--- src/chtab_pkg.sv ---
// chtab_pkg: types, constants and hash functions for the connection hash table
// shared by the hash unit, the bucket update logic, the checker and the top level
// no dependencies
package chtab_pkg;

  // table geometry
  localparam int NumBuckets = 1024;
  localparam int BucketWays = 4;
  localparam int SlotCount  = NumBuckets * BucketWays;
  localparam int BucketIdxW = (NumBuckets > 1) ? $clog2(NumBuckets) : 1;

  // field widths
  localparam int ReqW         = 2;
  localparam int IpW          = 32;
  localparam int PortW        = 16;
  localparam int HandleW      = 16;
  localparam int StatusW      = 2;
  localparam int EntryCountW  = 13;
  localparam int CountW       = $clog2(SlotCount + 1);

  // hash key: address bytes first, then port low and high byte
  localparam int KeyW     = IpW + PortW;
  localparam int KeyBytes = KeyW / 8;
  localparam int HashCntW = $clog2(KeyBytes + 1);

  // request codes
  localparam logic [ReqW-1:0] REQ_INSERT = 2'd0;
  localparam logic [ReqW-1:0] REQ_REMOVE = 2'd1;
  localparam logic [ReqW-1:0] REQ_SEARCH = 2'd2;

  // status codes
  localparam logic [StatusW-1:0] STAT_OK        = 2'd0;
  localparam logic [StatusW-1:0] STAT_FULL      = 2'd1;
  localparam logic [StatusW-1:0] STAT_NOT_FOUND = 2'd2;

  // one way of a bucket
  typedef struct packed {
    logic               valid;
    logic [IpW-1:0]     ip;
    logic [PortW-1:0]   port;
    logic [HandleW-1:0] handle;
  } way_t;

  localparam int WayBits = $bits(way_t);

  // one bucket, way 0 is the oldest entry
  typedef way_t [BucketWays-1:0] row_t;

  localparam int RowBits = $bits(row_t);

  // per-transaction result fields
  typedef struct packed {
    logic               hit;
    logic [HandleW-1:0] found_handle;
    logic [StatusW-1:0] status;
  } resp_t;

  // one byte step of the one-at-a-time hash
  function automatic logic [31:0] oat_step(input logic [31:0] h, input logic [7:0] b);
    logic [31:0] a;
    logic [31:0] m;
    a = h + {24'd0, b};
    m = a + (a << 10);
    return m ^ (m >> 6);
  endfunction

  // final avalanche of the one-at-a-time hash
  function automatic logic [31:0] oat_final(input logic [31:0] h);
    logic [31:0] a;
    logic [31:0] x;
    a = h + (h << 3);
    x = a ^ (a >> 11);
    return x + (x << 15);
  endfunction

endpackage

--- src/chtab_hash.sv ---
// chtab_hash: byte-serial one-at-a-time hash giving the bucket index
// depends on chtab_pkg
module chtab_hash (
  input  logic                             clk,
  input  logic                             rst,
  input  logic                             start,
  input  logic [chtab_pkg::KeyW-1:0]       key,
  output logic                             done,
  output logic [chtab_pkg::BucketIdxW-1:0] bucket_idx
);

  logic                           busy;
  logic [chtab_pkg::HashCntW-1:0] cnt;
  logic [31:0]                    h;
  logic [7:0]                     cur_byte;
  logic [31:0]                    h_final;

  // pick the key byte for this step
  always_comb begin
    cur_byte = '0;
    for (int k = 0; k < chtab_pkg::KeyBytes; k++) begin
      if (cnt == chtab_pkg::HashCntW'(k)) begin
        cur_byte = key[8*k +: 8];
      end
    end
  end

  assign h_final = chtab_pkg::oat_final(h);

  // one byte per cycle, then the final mix and mask
  always_ff @(posedge clk) begin
    if (rst) begin
      busy <= 1'b0;
      done <= 1'b0;
      cnt  <= '0;
    end else begin
      done <= 1'b0;
      if (start) begin
        busy <= 1'b1;
        cnt  <= '0;
        h    <= '0;
      end else if (busy) begin
        if (cnt == chtab_pkg::HashCntW'(chtab_pkg::KeyBytes)) begin
          busy       <= 1'b0;
          done       <= 1'b1;
          bucket_idx <= chtab_pkg::BucketIdxW'(h_final & 32'(chtab_pkg::NumBuckets - 1));
        end else begin
          h   <= chtab_pkg::oat_step(h, cur_byte);
          cnt <= cnt + chtab_pkg::HashCntW'(1);
        end
      end
    end
  end

endmodule

--- config.mk ---
export PLATFORM = sky130hd
export DESIGN_NAME = chtab_hash
export DESIGN_NICKNAME = d
export VERILOG_FILES = /design/src/chtab_pkg.sv /design/src/chtab_hash.sv
export SDC_FILE = /design/constraint.sdc
export NUM_CORES = 1
export LEC_CHECK = 0
export BUFFER_PORTS_ARGS = -buffer_cell sky130_fd_sc_hd__buf_2
export CAP_MARGIN = 20
export CORE_MARGIN = 3
export CORE_UTILIZATION = 40
export CTS_CLUSTER_DIAMETER = 40
export DETAILED_ROUTE_END_ITERATION = 16
export PLACE_DENSITY_LB_ADDON = 0.08
export SYNTH_ARGS = -nofsm -noshare
export SYNTH_HDL_FRONTEND = slang
export SYNTH_SLANG_ARGS = --single-unit
--- constraint.sdc ---
create_clock -name clk -period 5.7 [get_ports clk]
set_input_delay 0.57 -clock clk [delete_from_list [all_inputs] [get_ports clk]]
set_output_delay 0.57 -clock clk [all_outputs]
set_load 0.1 [all_outputs]
==> metrics.txt <==
layout cell share with drive strength beyond 1 0.2818; Core Region 12,210 sq um; syn_area_per_cell 8.786 sq um; total grt overflow 0; Finished Cell Area 6553 sq um; DR DRC count 0; Synth Warn # 0; hold endpoint cnt[0]$_SDFFE_PN0P_; pin count of the biggest net entering global routing 39; row count 40; Final Critical Period 5.476 ns; kind of critical path reg2reg; Reg clk slew, reported paths 0.06 ns; global-route wire length before repair 22,760 um; slowest CP cell or4b_1; Worst-Margin Slew 0.7478 ns; flop2flop setup slack 0.22 ns; FF-to-FF End h[24]$_SDFFCE_PP0P_; Area contributors post-synth edfxtp_1, ha_1, xnor2_1, xor2_1, nor2_1; I/O pins 62; Filler cells 1,160; hold buffer count at cts 0; Layout area overhead 28.58%; final slew viol count 0; Die H 118.9 um; Max-Cap Viols 0; status finished, final reports clean; Slew HR 0.5015; routed vias 4,664; Reg2Reg Depth 27; Yosys top cell by area edfxtp_1; CP arrival 5.51 ns; CP Max Fanout 6; Hold Crit Start rst; prevailing post-synth register cell edfxtp_1; hold depth 2; initial antenna violation count 0; Synth async-reset ratio 0; Inst Count DP 846; post-synth top area share 0.2475; Vias per Instance 5.379; DIE AREA 14,130 sq um; ANT nets after route 0; reg2reg start cnt[0]$_SDFFE_PN0P_; Synth Instances 580; H-tree depth 2; clock skew 0.003753 ns; Crit. End Element flop; Total GRT Usage 0.2024; sequential cell area fraction in the yosys report 0.2671; FMAX 0.1826 GHz; CTS tree done; clk_lat worst skew 0.30 ns; top-count cell post-synth nor2_1; placed cell area 5959 sq um; GP Congestion 0.8867; post-synth cell types 64; CP Launch Point cnt[0]$_SDFFE_PN0P_; DP HPWL 11,490 um; CTS root buf clkbuf_16; # clock sinks 47; Die Wd 118.9 um; fin crit share 0.9608; CTS Buffer Depth 2; routed wire length 14,390 um; Hold Crit Class in2reg; 1st-pass router iterations 5; WL/cell 16.60 um; Starting Density 0.4173; initial drt markers 336; Final nets 805; Port-buffer cells 61; CP Launch Type flop; Synthesized Nets 687; Hold Vio Cnt, Final 0; final setup fails 0; CTS Buf Count 5; WHS 0.5233 ns; number of global-route vias before repair 4,511; Worst Path Required 5.73 ns; fin cells 867; sum of negative setup slack 0 ns; Commonest cells post-synth nor2_1, xnor2_1, ha_1, nand2_1, edfxtp_1; # diodes 0; Post-synth EDFFs 42; #FFs+latches synth 47; cell area after synthesis 5096 sq um; crit-path max cell delay 0.43 ns
==> layout make-up <==
class | count | area, sq um | share of cell area
clock inverter | 2 | 60.06 | 0.009166
inverter | 22 | 87.58 | 0.01337
sequential | 47 | 1369 | 0.2089
clock buffer | 6 | 128.9 | 0.01967
timing repair buffer | 126 | 804.5 | 0.1228
tap | 168 | 210.2 | 0.03208
multi-input combinational | 496 | 3892 | 0.5940
==> placed cells by master (no fill, tap or decap), types with 6 or more instances in the layout <==
cell	Yosys	layout
buf_4	0	62
buf_2	1	61
nor2_1	65	60
xnor2_1	59	57
nand2_1	46	46
ha_1	53	42
edfxtp_1	42	42
xor2_1	40	36
a21oi_1	41	35
inv_1	21	19
o21ai_0	23	16
nand3_1	17	16
and3_1	15	15
a21o_1	15	15
nor3_1	13	12
a22oi_1	13	9
o21bai_1	8	7
a21oi_2	1	7
ha_4	0	7
nand4_1	6	6
nor2b_1	6	6
==> worst max-delay path by stage <==
stage	endpoint	slack [ns]	depth (start not counted)
after floorplan	h[24]$_SDFFCE_PP0P_	0.01	29
after global placement	h[24]$_SDFFCE_PP0P_	-0.02	30
after detailed placement	h[24]$_SDFFCE_PP0P_	-0.13	30
after CTS	h[22]$_SDFFCE_PP0P_	0.004	30
after global routing	h[22]$_SDFFCE_PP0P_	-0.05	28
final	h[24]$_SDFFCE_PP0P_	0.22	27
==> cell families after synthesis <==
| group | Yosys count | synth area share |
|---|---|---|
| multiplexers | 2 | 0.003928 |
| XOR/XNOR | 101 | 0.1792 |
| flip-flops | 47 | 0.2671 |
| AO/OA/AOI/OAI | 146 | 0.2026 |
| adder cells (fa/ha/maj) | 56 | 0.1419 |
| buffers and inverters | 37 | 0.02750 |
| AND/OR/NAND/NOR | 191 | 0.1778 |
==> layer usage <==
metal	GRT usage	vias to the layer above	wire (um)
met5	0	-	0
met4	0.05720	0	158
met3	0.03039	10	762
met2	0.3236	109	6812
met1	0.2847	2190	6655
li1	-	2355	-
==> worst max-delay path, delay by kind of cell (launching register included) <==
family | cells | cell delay [ns]
DFF | 1 | 0.38
and+or+nand+nor | 7 | 1.38
buffers and inverters | 2 | 0.19
xor gates and xnor gates | 2 | 0.55
adders and majority gates | 3 | 0.80
AOI/OAI and AO/OA | 13 | 1.89
==> sequential cells by signal, indices dropped and copies added, names as in the netlist <==
register / cells
done: 1
busy: 1
bucket_idx: 10
h: 32
cnt: 3
==> metrics by stage <==
stage | util | worst slack [ns]
2_1_floorplan | - | 0.01227
3_3_place_gp | 0.4880 | -0.01891
3_5_place_dp | 0.4880 | -0.1258
4_1_cts | 0.5099 | 0.004032
5_1_grt | 0.5366 | -0.04620
6_report | 0.5366 | 0.2237
==> what timing repair did <==
action | CTS | global route
buffers inserted | 4 | 9
resized for setup | 14 | 55
endpoints found under the setup margin | 11 | 23
pin swaps | 6 | 27
Power is not shown: default switching activity piles up to over one toggle a cycle in this logic, so the estimate is an artifact.
