===== config.mk =====
export PLATFORM = sky130hd
export DESIGN_NAME = chtab_ram
export DESIGN_NICKNAME = d
export VERILOG_FILES = /design/src/chtab_ram.sv
export SDC_FILE = /design/constraint.sdc
export NUM_CORES = 1
export LEC_CHECK = 0
export BUFFER_PORTS_ARGS = -buffer_cell sky130_fd_sc_hd__buf_2
export CAP_MARGIN = 20
export CORE_ASPECT_RATIO = 0.8
export CORE_MARGIN = 4
export CORE_UTILIZATION = 30
export DETAILED_ROUTE_END_ITERATION = 6
export MAX_ROUTING_LAYER = met4
export PLACE_DENSITY = 0.56
export SYNTH_ARGS = -nofsm -noshare
export SYNTH_HDL_FRONTEND = slang
export SYNTH_SLANG_ARGS = --single-unit

===== constraint.sdc =====
create_clock -name clk -period 1.7 [get_ports clk]
set_clock_uncertainty 0.1 [all_clocks]
set_input_delay 0.17 -clock clk [delete_from_list [all_inputs] [get_ports clk]]
set_output_delay 0.17 -clock clk [all_outputs]
set_load 0.01 [all_outputs]

===== src/chtab_ram.sv =====
// chtab_ram: generic simple dual-port ram, one write and one registered read port
// no dependencies
module chtab_ram #(
  parameter int Width = 8,
  parameter int Depth = 16
) (
  input  logic                                     clk,
  input  logic                                     wr_en,
  input  logic [((Depth > 1) ? $clog2(Depth) : 1)-1:0] wr_addr,
  input  logic [Width-1:0]                         wr_data,
  input  logic                                     rd_en,
  input  logic [((Depth > 1) ? $clog2(Depth) : 1)-1:0] rd_addr,
  output logic [Width-1:0]                         rd_data
);

  logic [Width-1:0] mem [Depth];

  // write port
  always_ff @(posedge clk) begin
    if (wr_en) begin
      mem[wr_addr] <= wr_data;
    end
  end

  // read port, registered, data holds between reads
  always_ff @(posedge clk) begin
    if (rd_en) begin
      rd_data <= mem[rd_addr];
    end
  end

endmodule


==> summary.txt, run 1 <==
Final layout
  • Post-route design area: 0.00644 sq mm
  • Share of post-route cells with drive strength above 1: approximately 33%
  • Nets: slightly above 300
  • Area grow syn2layout: 23.2%
  • Utilization after layout: 38.3%
  • Non-filler cells, final: about 520

Clock network
  • H-tree depth: 4
  • Clock-pin transition on the worst setup and hold timing paths: 0.05 ns
  • Total number of clock tree sinks: between 100 and 150
  • TritonCTS Buffers: 17
  • Post_cts resized: 0
  • CTS Root Cell: clkbuf_16
  • Worst-Skew Late Latency: between 0.4 and 0.5 ns
  • Post-CTS setup buffers: 0
  • Hold-fix buffers, CTS: 0
  • Longest Clk Path Bufs: 2
  • CTS tree: built

Synth
  • Post-synth ARST share: 0%
  • Synth area leaders: edfxtp_1, mux4_2, mux4_1
  • Mapped Area: ~0.0052 sq mm
  • Synth top area share: about four fifths
  • Syn avg cell area: 22.8 sq um
  • Synth Flop Type: edfxtp_1
  • Yosys cell types: 18
  • Post-synth top cells: edfxtp_1, mux4_2, a22oi_1, mux4_1, nor2_1
  • Register area share after synthesis: 78.1%
  • Dominant cell type by area after synthesis: edfxtp_1
  • Synth Instances: 229
  • Post-synth EDFFs: approximately 140
  • Syn nets: 248
  • Ys Warns: 0
  • #FFs+latches synth: 136
  • Most frequent cell after synthesis: edfxtp_1

Worst setup path
  • Kind of critical path: reg -> reg
  • Critical Path Source: mem[1][1]
  • CP endpoint: rd_data[1]
  • Nature of the critical path startpoint: register
  • Worst r2r dst: rd_data[1]
  • Req. time, crit path: between 1.5 and 2 ns
  • Worst path arrival time: 1.61 ns
  • Critical path fanouts, max: 1
  • Worst R2R Path Depth: 3
  • FF-to-FF Start: mem[1][1]
  • CP endpoint kind: register
  • Worst reg2reg setup slack: between 0.1 and 0.15 ns

Route
  • Vias/cell: ~4.8
  • DR iter-0 viols: 230
  • Detailed-route wire length per cell: a little under 20 um
  • Router iterations before antenna repair: 4
  • Drt total wl: between 10 and 15 mm
  • Antenna-violating nets left: 0
  • Vias: 2487
  • Drt drc: 0

Place
  • Number of buffers inserted by port buffering: 26
  • GPL Wtd Cong: about 0.7
  • Placed Instances: around 500
  • HPWL Detailed: slightly below 7 mm
  • Placed cell area: between 0.005 and 0.006 sq mm

Floorplan
  • Row count: 42
  • Effective utilization at floorplan: a little under a third
  • Chip Height: 126 um
  • # IOs: 27
  • Die Wd: between 150 and 200 um
  • Placeable core area: 0.0168 sq mm
  • DIE AREA: around 0.020 sq mm

Timing
  • Final Slew Violations: 0
  • Measured slew at the worst slew-check pin: 0.785 ns
  • Min cycle time layout: ~1.6 ns
  • Max_slew headroom: 47.5%
  • Setup TNS: 0 ns
  • RSZ-0062 raised after global routing: no
  • Hold Violations, Final: 0
  • Max frequency: roughly 640 MHz
  • Crit share post-route: 92.0%
  • # setup viols final: 0

Power and ir drop
  • Total power: roughly 8200 uW
  • VDD IR-drop max: about 0.78 mV
  • Static Leak: around 0.0022 uW
  • Pwr Density: approximately 1300 mW/mm^2

Global routing
  • Global-route wire length before repair: roughly 16 mm
  • Initial antenna violation count: 1
  • Gr usage total: 11.5%
  • Largest net degree at the start of global routing: 25
  • Vias in the first global route: about 2.6k
  • Aggregate global routing overflow: 0

Hold path
  • Hold crit path type: in -> reg

Run
  • Max-cap check violation count: 0

Outcome
  • Status: finished clean
[sequential cells by signal, summed over array words and instances, names as in the netlist]
name / cells
mem: 128
rd_data: 8
[cells by family (layout without fill, tap and decap cells)]
logic type / after synthesis / after routing / synth area share [%]
AO/OA/AOI/OAI: 16 / 16 / 2.30
other: 0 / 1 / 0
flip-flops: 136 / 136 / 78.1
buffers and inverters: 10 / 82 / 1.65
multiplexers: 32 / 32 / 14.8
AND/OR/NAND/NOR: 35 / 35 / 3.14
[cells in the final DEF, fill, tap and decap left out, types with 2 or more instances in the layout]
| master | Yosys | routed |
|---|---|---|
| edfxtp_1 | 136 | 136 |
| clkbuf_16 | 0 | 17 |
| nand2_1 | 9 | 9 |
| mux4_2 | 18 | 18 |
| nor3_1 | 4 | 3 |
| buf_12 | 0 | 4 |
| buf_2 | 3 | 26 |
| buf_4 | 1 | 20 |
| nand2b_1 | 2 | 2 |
| nand3b_1 | 2 | 2 |
| a22oi_1 | 16 | 16 |
| bufinv_16 | 0 | 6 |
| clkinv_2 | 0 | 4 |
| clkinv_1 | 0 | 2 |
| nor2_1 | 13 | 13 |
| mux4_1 | 14 | 14 |
| clkinvlp_4 | 0 | 2 |
[through the flow]
step	hold slack, ns	setup WS [ns]
5_1_grt	0.0323	0.0695
6_report	0.0415	0.135
3_5_place_dp	0.462	-0.0957
2_1_floorplan	0.169	0.148
4_1_cts	0.0284	0.127
3_3_place_gp	0.453	-0.0898
[power breakdown]
| part | switching (uW) | total (uW) | internal [uW] |
|---|---|---|---|
| Sequential | 22.8 | 3800 | 3780 |
| Combinational | 200 | 361 | 161 |
| Clock | 1290 | 4020 | 2730 |
| Total | 1510 | 8180 | 6670 |
[critical path: stages (launching register included)]
cell and delay, ns:
edfxtp_1 0.35, mux4_1 0.50, a22oi_1 0.26, nand2_1 0.10
[how the worst min path moves through the flow]
stage               startpoint    endpoint  slack [ns]  depth (start not counted)
global route        wr_data[7]   mem[4][7]        0.03                          1
floorplan           wr_data[0]   mem[0][0]        0.17                          0
global placement    wr_data[0]   mem[5][0]        0.45                          1
finish                   rd_en  rd_data[7]        0.04                          1
detailed placement       rd_en  rd_data[7]        0.46                          1
CTS                 wr_data[7]   mem[2][7]        0.03                          1
[metal layers]
| metal | vias up | routed length (um) | track usage, % |
|---|---|---|---|
| met2 | 82 | 4540 | 15.5 |
| met3 | 11 | 638 | 3.40 |
| met5 | - | 0 | - |
| met1 | 1287 | 4880 | 16.6 |
| met4 | 0 | 120 | 3.71 |
| li1 | 1107 | - | - |
[final cells by class]
type,count,area (sq um)
Fill cell,1532,10400
Antenna cell,1,2.50
Sequential cell,136,4080
Timing Repair Buffer,50,360
Tap cell,220,275
Clock inverter,15,231
Multi-Input combinational cell,83,1060
Clock buffer,17,425
No activity file was read; power rests on OpenSTA's default activity.
==> inputs of run 2 (changes only) <==
- GPL_TIMING_DRIVEN: unset -> 0
- SLEW_MARGIN: unset -> 10
==> run 2 against run 1 <==
  * Routed wire length increased by 4.7%
  * Global-route usage increased by 0.32 points
  * Critical path depth unchanged
  * Sequential cell count unchanged
  * Sequential share of layout area increased by 1.6 points
  * Clock power decreased by 6.5%
  * Design area decreased by 2.5%
  * Register-to-register slack got worse by 0.08 ns
  * Worst hold slack improved by 0.024 ns
==> summary.txt, run 2 (synthesis results as in run 1) <==
Route
  • Vias/cell: just under 5
  • Met3 wire length: 779 um
  • Uppermost layer routed: met4
  • Drt drc: 0
  • Antenna-violating nets left: 0
  • Vias: 2464
  • Detailed-route wire length per cell: ~21 um
  • Met1 wire length: 5.17 mm
  • Met2 routed WL: between 4 and 5 mm
  • Router iterations before antenna repair: 5
  • DR iter-0 viols: 263
  • Drt total wl: ~11 mm

Worst setup path
  • Worst R2R Path Depth: 3
  • Req. time, crit path: between 1.5 and 2 ns
  • Nature of the critical path startpoint: register
  • Crit path buffers/inverters: 0
  • Worst reg2reg setup slack: about 0.055 ns
  • Worst-path cell chain: mux4_2 > a22oi_1 > nand2_1
  • Kind of critical path: reg -> reg
  • Worst path max stage delay: around 0.52 ns
  • Worst r2r dst: rd_data[1]
  • Critical path fanouts, max: 1
  • Critical Path Slowest Stage Cell: mux4_2
  • Worst path arrival time: 1.68 ns
  • FF-to-FF Start: mem[14][1]
  • CP endpoint: rd_data[1]
  • Critical Path Source: mem[14][1]
  • Critical path's top delay family: multiplexers
  • CP endpoint kind: register
  • WP depth: 3

Global routing
  • Aggregate global routing overflow: 0
  • Largest net degree at the start of global routing: 17
  • Vias in the first global route: 2472
  • Initial antenna violation count: 0
  • Global-route wire length before repair: roughly 16 mm
  • Gr usage total: 11.8%

Final layout
  • Nets: between 200 and 300
  • Most common cell after layout, fill and taps aside: edfxtp_1
  • Most frequent cells in the layout: edfxtp_1, buf_2, mux4_2, clkbuf_16, a22oi_1
  • Post-route design area: 0.00628 sq mm
  • Area grow syn2layout: 20.1%
  • Fillers: around 1.5k
  • Max reg flops: between 100 and 150
  • Most flops, register: mem
  • Antenna diodes: 0
  • Biggest regs: mem x128, rd_data x8
  • Share of post-route cells with drive strength above 1: between 30% and 40%

Timing
  • Max frequency: between 600 and 700 MHz
  • RSZ-0062 raised after global routing: no
  • Crit share post-route: 96.7%
  • Min cycle time layout: roughly 1.6 ns
  • # setup viols final: 0
  • Max_slew headroom: a little over two fifths
  • Post-route setup slack: 0.0553 ns
  • Hold Violations, Final: 0
  • Setup TNS: 0 ns
  • Final Slew Violations: 0
  • Measured slew at the worst slew-check pin: 0.849 ns

Floorplan
  • # IOs: 27
  • Chip Height: between 100 and 150 um
  • Placeable core area: ~0.017 sq mm
  • Die Wd: 156 um
  • DIE AREA: slightly below 0.02 sq mm
  • Effective utilization at floorplan: a little under a third
  • Row count: 42

Run
  • Max-cap check violation count: 0

Clock network
  • Worst-Skew Late Latency: about 0.4 ns
  • Total number of clock tree sinks: roughly 140
  • CTS tree: built
  • Clock-pin transition on the worst setup and hold timing paths: ~0.06 ns
  • CTS Root Cell: clkbuf_16
  • Longest Clk Path Bufs: 2
  • H-tree depth: 4
  • TritonCTS Buffers: 17

Place
  • Placed cell area: between 0.005 and 0.006 sq mm
  • HPWL Detailed: roughly 7 mm
  • GPL Wtd Cong: ~0.75
  • Pre-CTS setup slack: -0.282 ns
  • Number of buffers inserted by port buffering: 25

Power and ir drop
  • Static Leak: 0.00206 uW
  • Reg power frac: between 40% and 50%
  • Internal power: between 6000 and 7000 uW
  • VDD IR-drop max: slightly below 0.8 mV
  • Sw frac: about 20%
  • Net Switching: between 1500 and 2000 uW
  • Clock Power Share: between 40% and 50%
  • Pwr Density: 1260 mW/mm^2
  • Combinational share of power: under 10%

Hold path
  • Cell depth of the worst min-delay path: 1
  • Hold crit path type: in -> reg

Outcome
  • Status: finished clean
[run 2: changes by cell type in the layout (fill, tap and decap cells not counted), sizes merged, moves of 2 or more]
cell	before	now
buf	50	34
clkbuf	17	19
clkinv	7	5
bufinv	6	4
clkdlybuf4s25	0	3
[run 2: worst min path at each step]
stage | startpoint | endpoint
2_1_floorplan | wr_data[0] | mem[0][0]
3_3_place_gp | rd_en | rd_data[6]
3_5_place_dp | rd_en | rd_data[6]
4_1_cts | wr_data[6] | mem[7][6]
5_1_grt | wr_data[6] | mem[7][6]
6_report | wr_data[6] | mem[7][6]
[run 2: worst register-to-register path, stage by stage (launching register included)]
cell	delay, ns
edfxtp_1	0.36
mux4_2	0.52
a22oi_1	0.29
nand2_1	0.11
[run 2: layer usage]
metal  up-vias  GRT usage, %
met5         -             -
met1      1296          17.2
met3         4          4.15
li1       1078             -
met4         0          2.83
met2        86          15.7
[run 2: repair_timing]
item                       in CTS  in global routing
gates resized for setup         1                  0
buffers inserted                0                  0
setup endpoints to repair       1                  0
hold endpoints to repair        8                  0
hold buffers                    1                  0
[run 2: power groups by stage]
stage	Sequential, uW	Combinational (uW)	Clock [uW]
2_1_floorplan	3870	191	0
3_3_place_gp	3860	373	0
3_5_place_dp	3860	380	0
4_1_cts	3790	383	3830
5_1_grt	3800	410	3990
6_report	3790	380	3760
[run 2: layout make-up]
class,count,area (sq um),share of cell area [%]
clock inverters,13,178,2.83
repair buffers,28,150,2.39
multi-input cells,83,1070,17.1
plain buffers,10,86.3,1.38
flip-flops and latches,136,4080,65.0
well taps,220,275,4.38
clock buffers,19,433,6.90
[run 2: metrics by stage]
stage                     instances  utilization, %  hold WS, ns  total power, uW
final                           509            37.3       0.0653             7940
after global routing            509            37.3       0.0609             8200
after CTS                       509            37.3       0.0521             8010
after detailed placement        476            33.6        0.414             4240
after global placement          474            33.5        0.401             4230
after floorplan                 229               -        0.169             4060
==> inputs of run 3 (changes only) <==
- PLACE_DENSITY: 0.56 -> 0.55
- clock period: 1.7 -> 2.03 ns (I/O delays scaled with it)
==> run 3 against run 2 <==
  * Largest cell class unchanged
  * Maximum frequency shrank 2.7%
  * Cell count is 0.20% lower
  * Critical path depth unchanged
  * Die area stayed put
  * Global-route usage rose by 0.25 points
  * Power shrank 14%
  * Design area grew 0.36%
  * Sequential cell count did not move
  * Register-to-register slack improved by 0.28 ns
  * Via count is 1.7% lower
  * Clock power shrank 11%
  * Critical path type unchanged
==> summary.txt, run 3 (synthesis results as in run 1) <==
Route
  • Met1 wire length: a little over 5 mm
  • Drt drc: 0
  • Router iterations before antenna repair: 5
  • Drt total wl: 10.8 mm
  • Detailed-route wire length per cell: 21.3 um
  • Vias: about 2.4k
  • Uppermost layer routed: met4
  • Antenna-violating nets left: 0
  • Met2 routed WL: ~4.9 mm
  • DR iter-0 viols: around 270
  • Met3 wire length: between 800 and 900 um
  • Vias/cell: between 4 and 5

Timing
  • Max frequency: 591 MHz
  • Measured slew at the worst slew-check pin: between 0.8 and 0.9 ns
  • RSZ-0062 raised after global routing: no
  • Hold Violations, Final: 0
  • Max_slew headroom: 40.9%
  • Hold WS: 0.0243 ns
  • Min cycle time layout: between 1.5 and 2 ns
  • # setup viols final: 0
  • Post-route setup slack: between 0.3 and 0.4 ns
  • Final Slew Violations: 0
  • Crit share post-route: between 80% and 90%

Final layout
  • Max reg flops: between 100 and 150
  • Non-filler cells, final: roughly 500
  • Area occupied by multi-input gates: roughly 0.0011 sq mm
  • Most frequent cells in the layout: edfxtp_1, buf_2, mux4_2, clkbuf_16, a22oi_1
  • Nets: between 200 and 300
  • Register area: between 0.004 and 0.005 sq mm
  • Most common cell after layout, fill and taps aside: edfxtp_1
  • Antenna diodes: 0
  • Share of post-route cells with drive strength above 1: a little under a third
  • Fillers: between 1.5k and 2k
  • Area grow syn2layout: 20.5%
  • Post-route design area: roughly 0.0063 sq mm
  • Most flops, register: mem
  • Biggest regs: mem x128, rd_data x8

Global routing
  • Aggregate global routing overflow: 0
  • Vias in the first global route: 2490
  • Largest net degree at the start of global routing: 17
  • Initial antenna violation count: 0
  • Global-route wire length before repair: ~16 mm
  • Gr usage total: between 10% and 20%

Worst setup path
  • Kind of critical path: reg -> reg
  • Critical path fanouts, max: 1
  • Worst reg2reg setup slack: between 0.3 and 0.4 ns
  • Critical Path Source: mem[4][0]
  • Worst R2R Path Depth: 3
  • Critical Path Slowest Stage Cell: mux4_1
  • Worst-path cell chain: mux4_1 > a22oi_1 > nand2_1
  • Nature of the critical path startpoint: register
  • Req. time, crit path: 2.07 ns
  • Critical path's top delay family: multiplexers
  • Worst path arrival time: around 1.7 ns
  • Worst r2r dst: rd_data[0]
  • FF-to-FF Start: mem[4][0]
  • WP depth: 3
  • CP endpoint kind: register
  • Worst path max stage delay: approximately 0.56 ns
  • CP endpoint: rd_data[0]
  • Crit path buffers/inverters: 0

Clock network
  • Hold-fix buffers, CTS: 0
  • H-tree depth: 4
  • Post-CTS setup buffers: 0
  • Worst-Skew Late Latency: between 0.4 and 0.5 ns
  • Post_cts resized: 0
  • Longest Clk Path Bufs: 2
  • TritonCTS Buffers: 17
  • CTS tree: built
  • Clock-pin transition on the worst setup and hold timing paths: about 0.060 ns
  • CTS Root Cell: clkbuf_16
  • Total number of clock tree sinks: around 140

Floorplan
  • Chip Height: approximately 130 um
  • Die Wd: between 150 and 200 um
  • Row count: 42
  • DIE AREA: 0.0196 sq mm
  • Placeable core area: 0.0168 sq mm
  • Effective utilization at floorplan: between 30% and 40%
  • # IOs: 27

Hold path
  • Hold crit path type: in -> reg
  • Hold path start: rd_en

Power and ir drop
  • Static Leak: approximately 0.0021 uW
  • Pwr Density: ~1100 mW/mm^2
  • VDD IR-drop max: a little over 0.7 mV

Place
  • Placed Instances: 476
  • GPL Wtd Cong: ~0.76
  • Placed cell area: approximately 0.0057 sq mm
  • Number of buffers inserted by port buffering: 25
  • Pre-CTS setup slack: -0.0353 ns
  • HPWL Detailed: between 6 and 7 mm

Run
  • Max-cap check violation count: 0

Outcome
  • Status: finished clean
==> run 3: through the flow <==
stage	TNS (ns)	util (%)	total power, uW
floorplan	0	-	3400
global placement	-3.35	33.5	3540
detailed placement	-0.279	33.6	3560
CTS	0	37.5	6900
global route	0	37.5	7060
finish	0	37.5	6840
==> run 3: final cells by class <==
cell class	instances	area share, %
multi-input cells	83	16.9
flip-flops and latches	136	64.8
clock inverters	14	3.51
plain buffers	10	1.37
well taps	220	4.37
repair buffers	27	2.18
clock buffers	18	6.81
==> run 3: power breakdown <==
group / total, uW / switching [uW] / leakage [uW] / internal (uW)
sequential: 3180 / 12.6 / 0.00124 / 3160
clock: 3350 / 1160 / 0.000319 / 2190
combinational: 314 / 191 / 0.000531 / 123
total: 6840 / 1360 / 0.00209 / 5480
==> run 3: layer usage <==
metal  track usage [%]  vias up
met3              3.77        4
met4              3.09        0
met1              17.8     1263
met5                 -        -
met2              16.0       76
li1                  -     1080
==> run 3: worst min path at each step <==
stage                 endpoint  depth (start not counted)  slack (ns)
CTS                 rd_data[6]                          1        0.01
detailed placement  rd_data[1]                          1        0.44
floorplan            mem[0][0]                          0        0.20
global placement    rd_data[0]                          1        0.43
finish              rd_data[6]                          1        0.02
global route        rd_data[6]                          1        0.02
==> run 3: worst register-to-register path: stages (launching register included) <==
cell	delay [ns]
edfxtp_1	0.36
mux4_1	0.56
a22oi_1	0.26
nand2_1	0.14
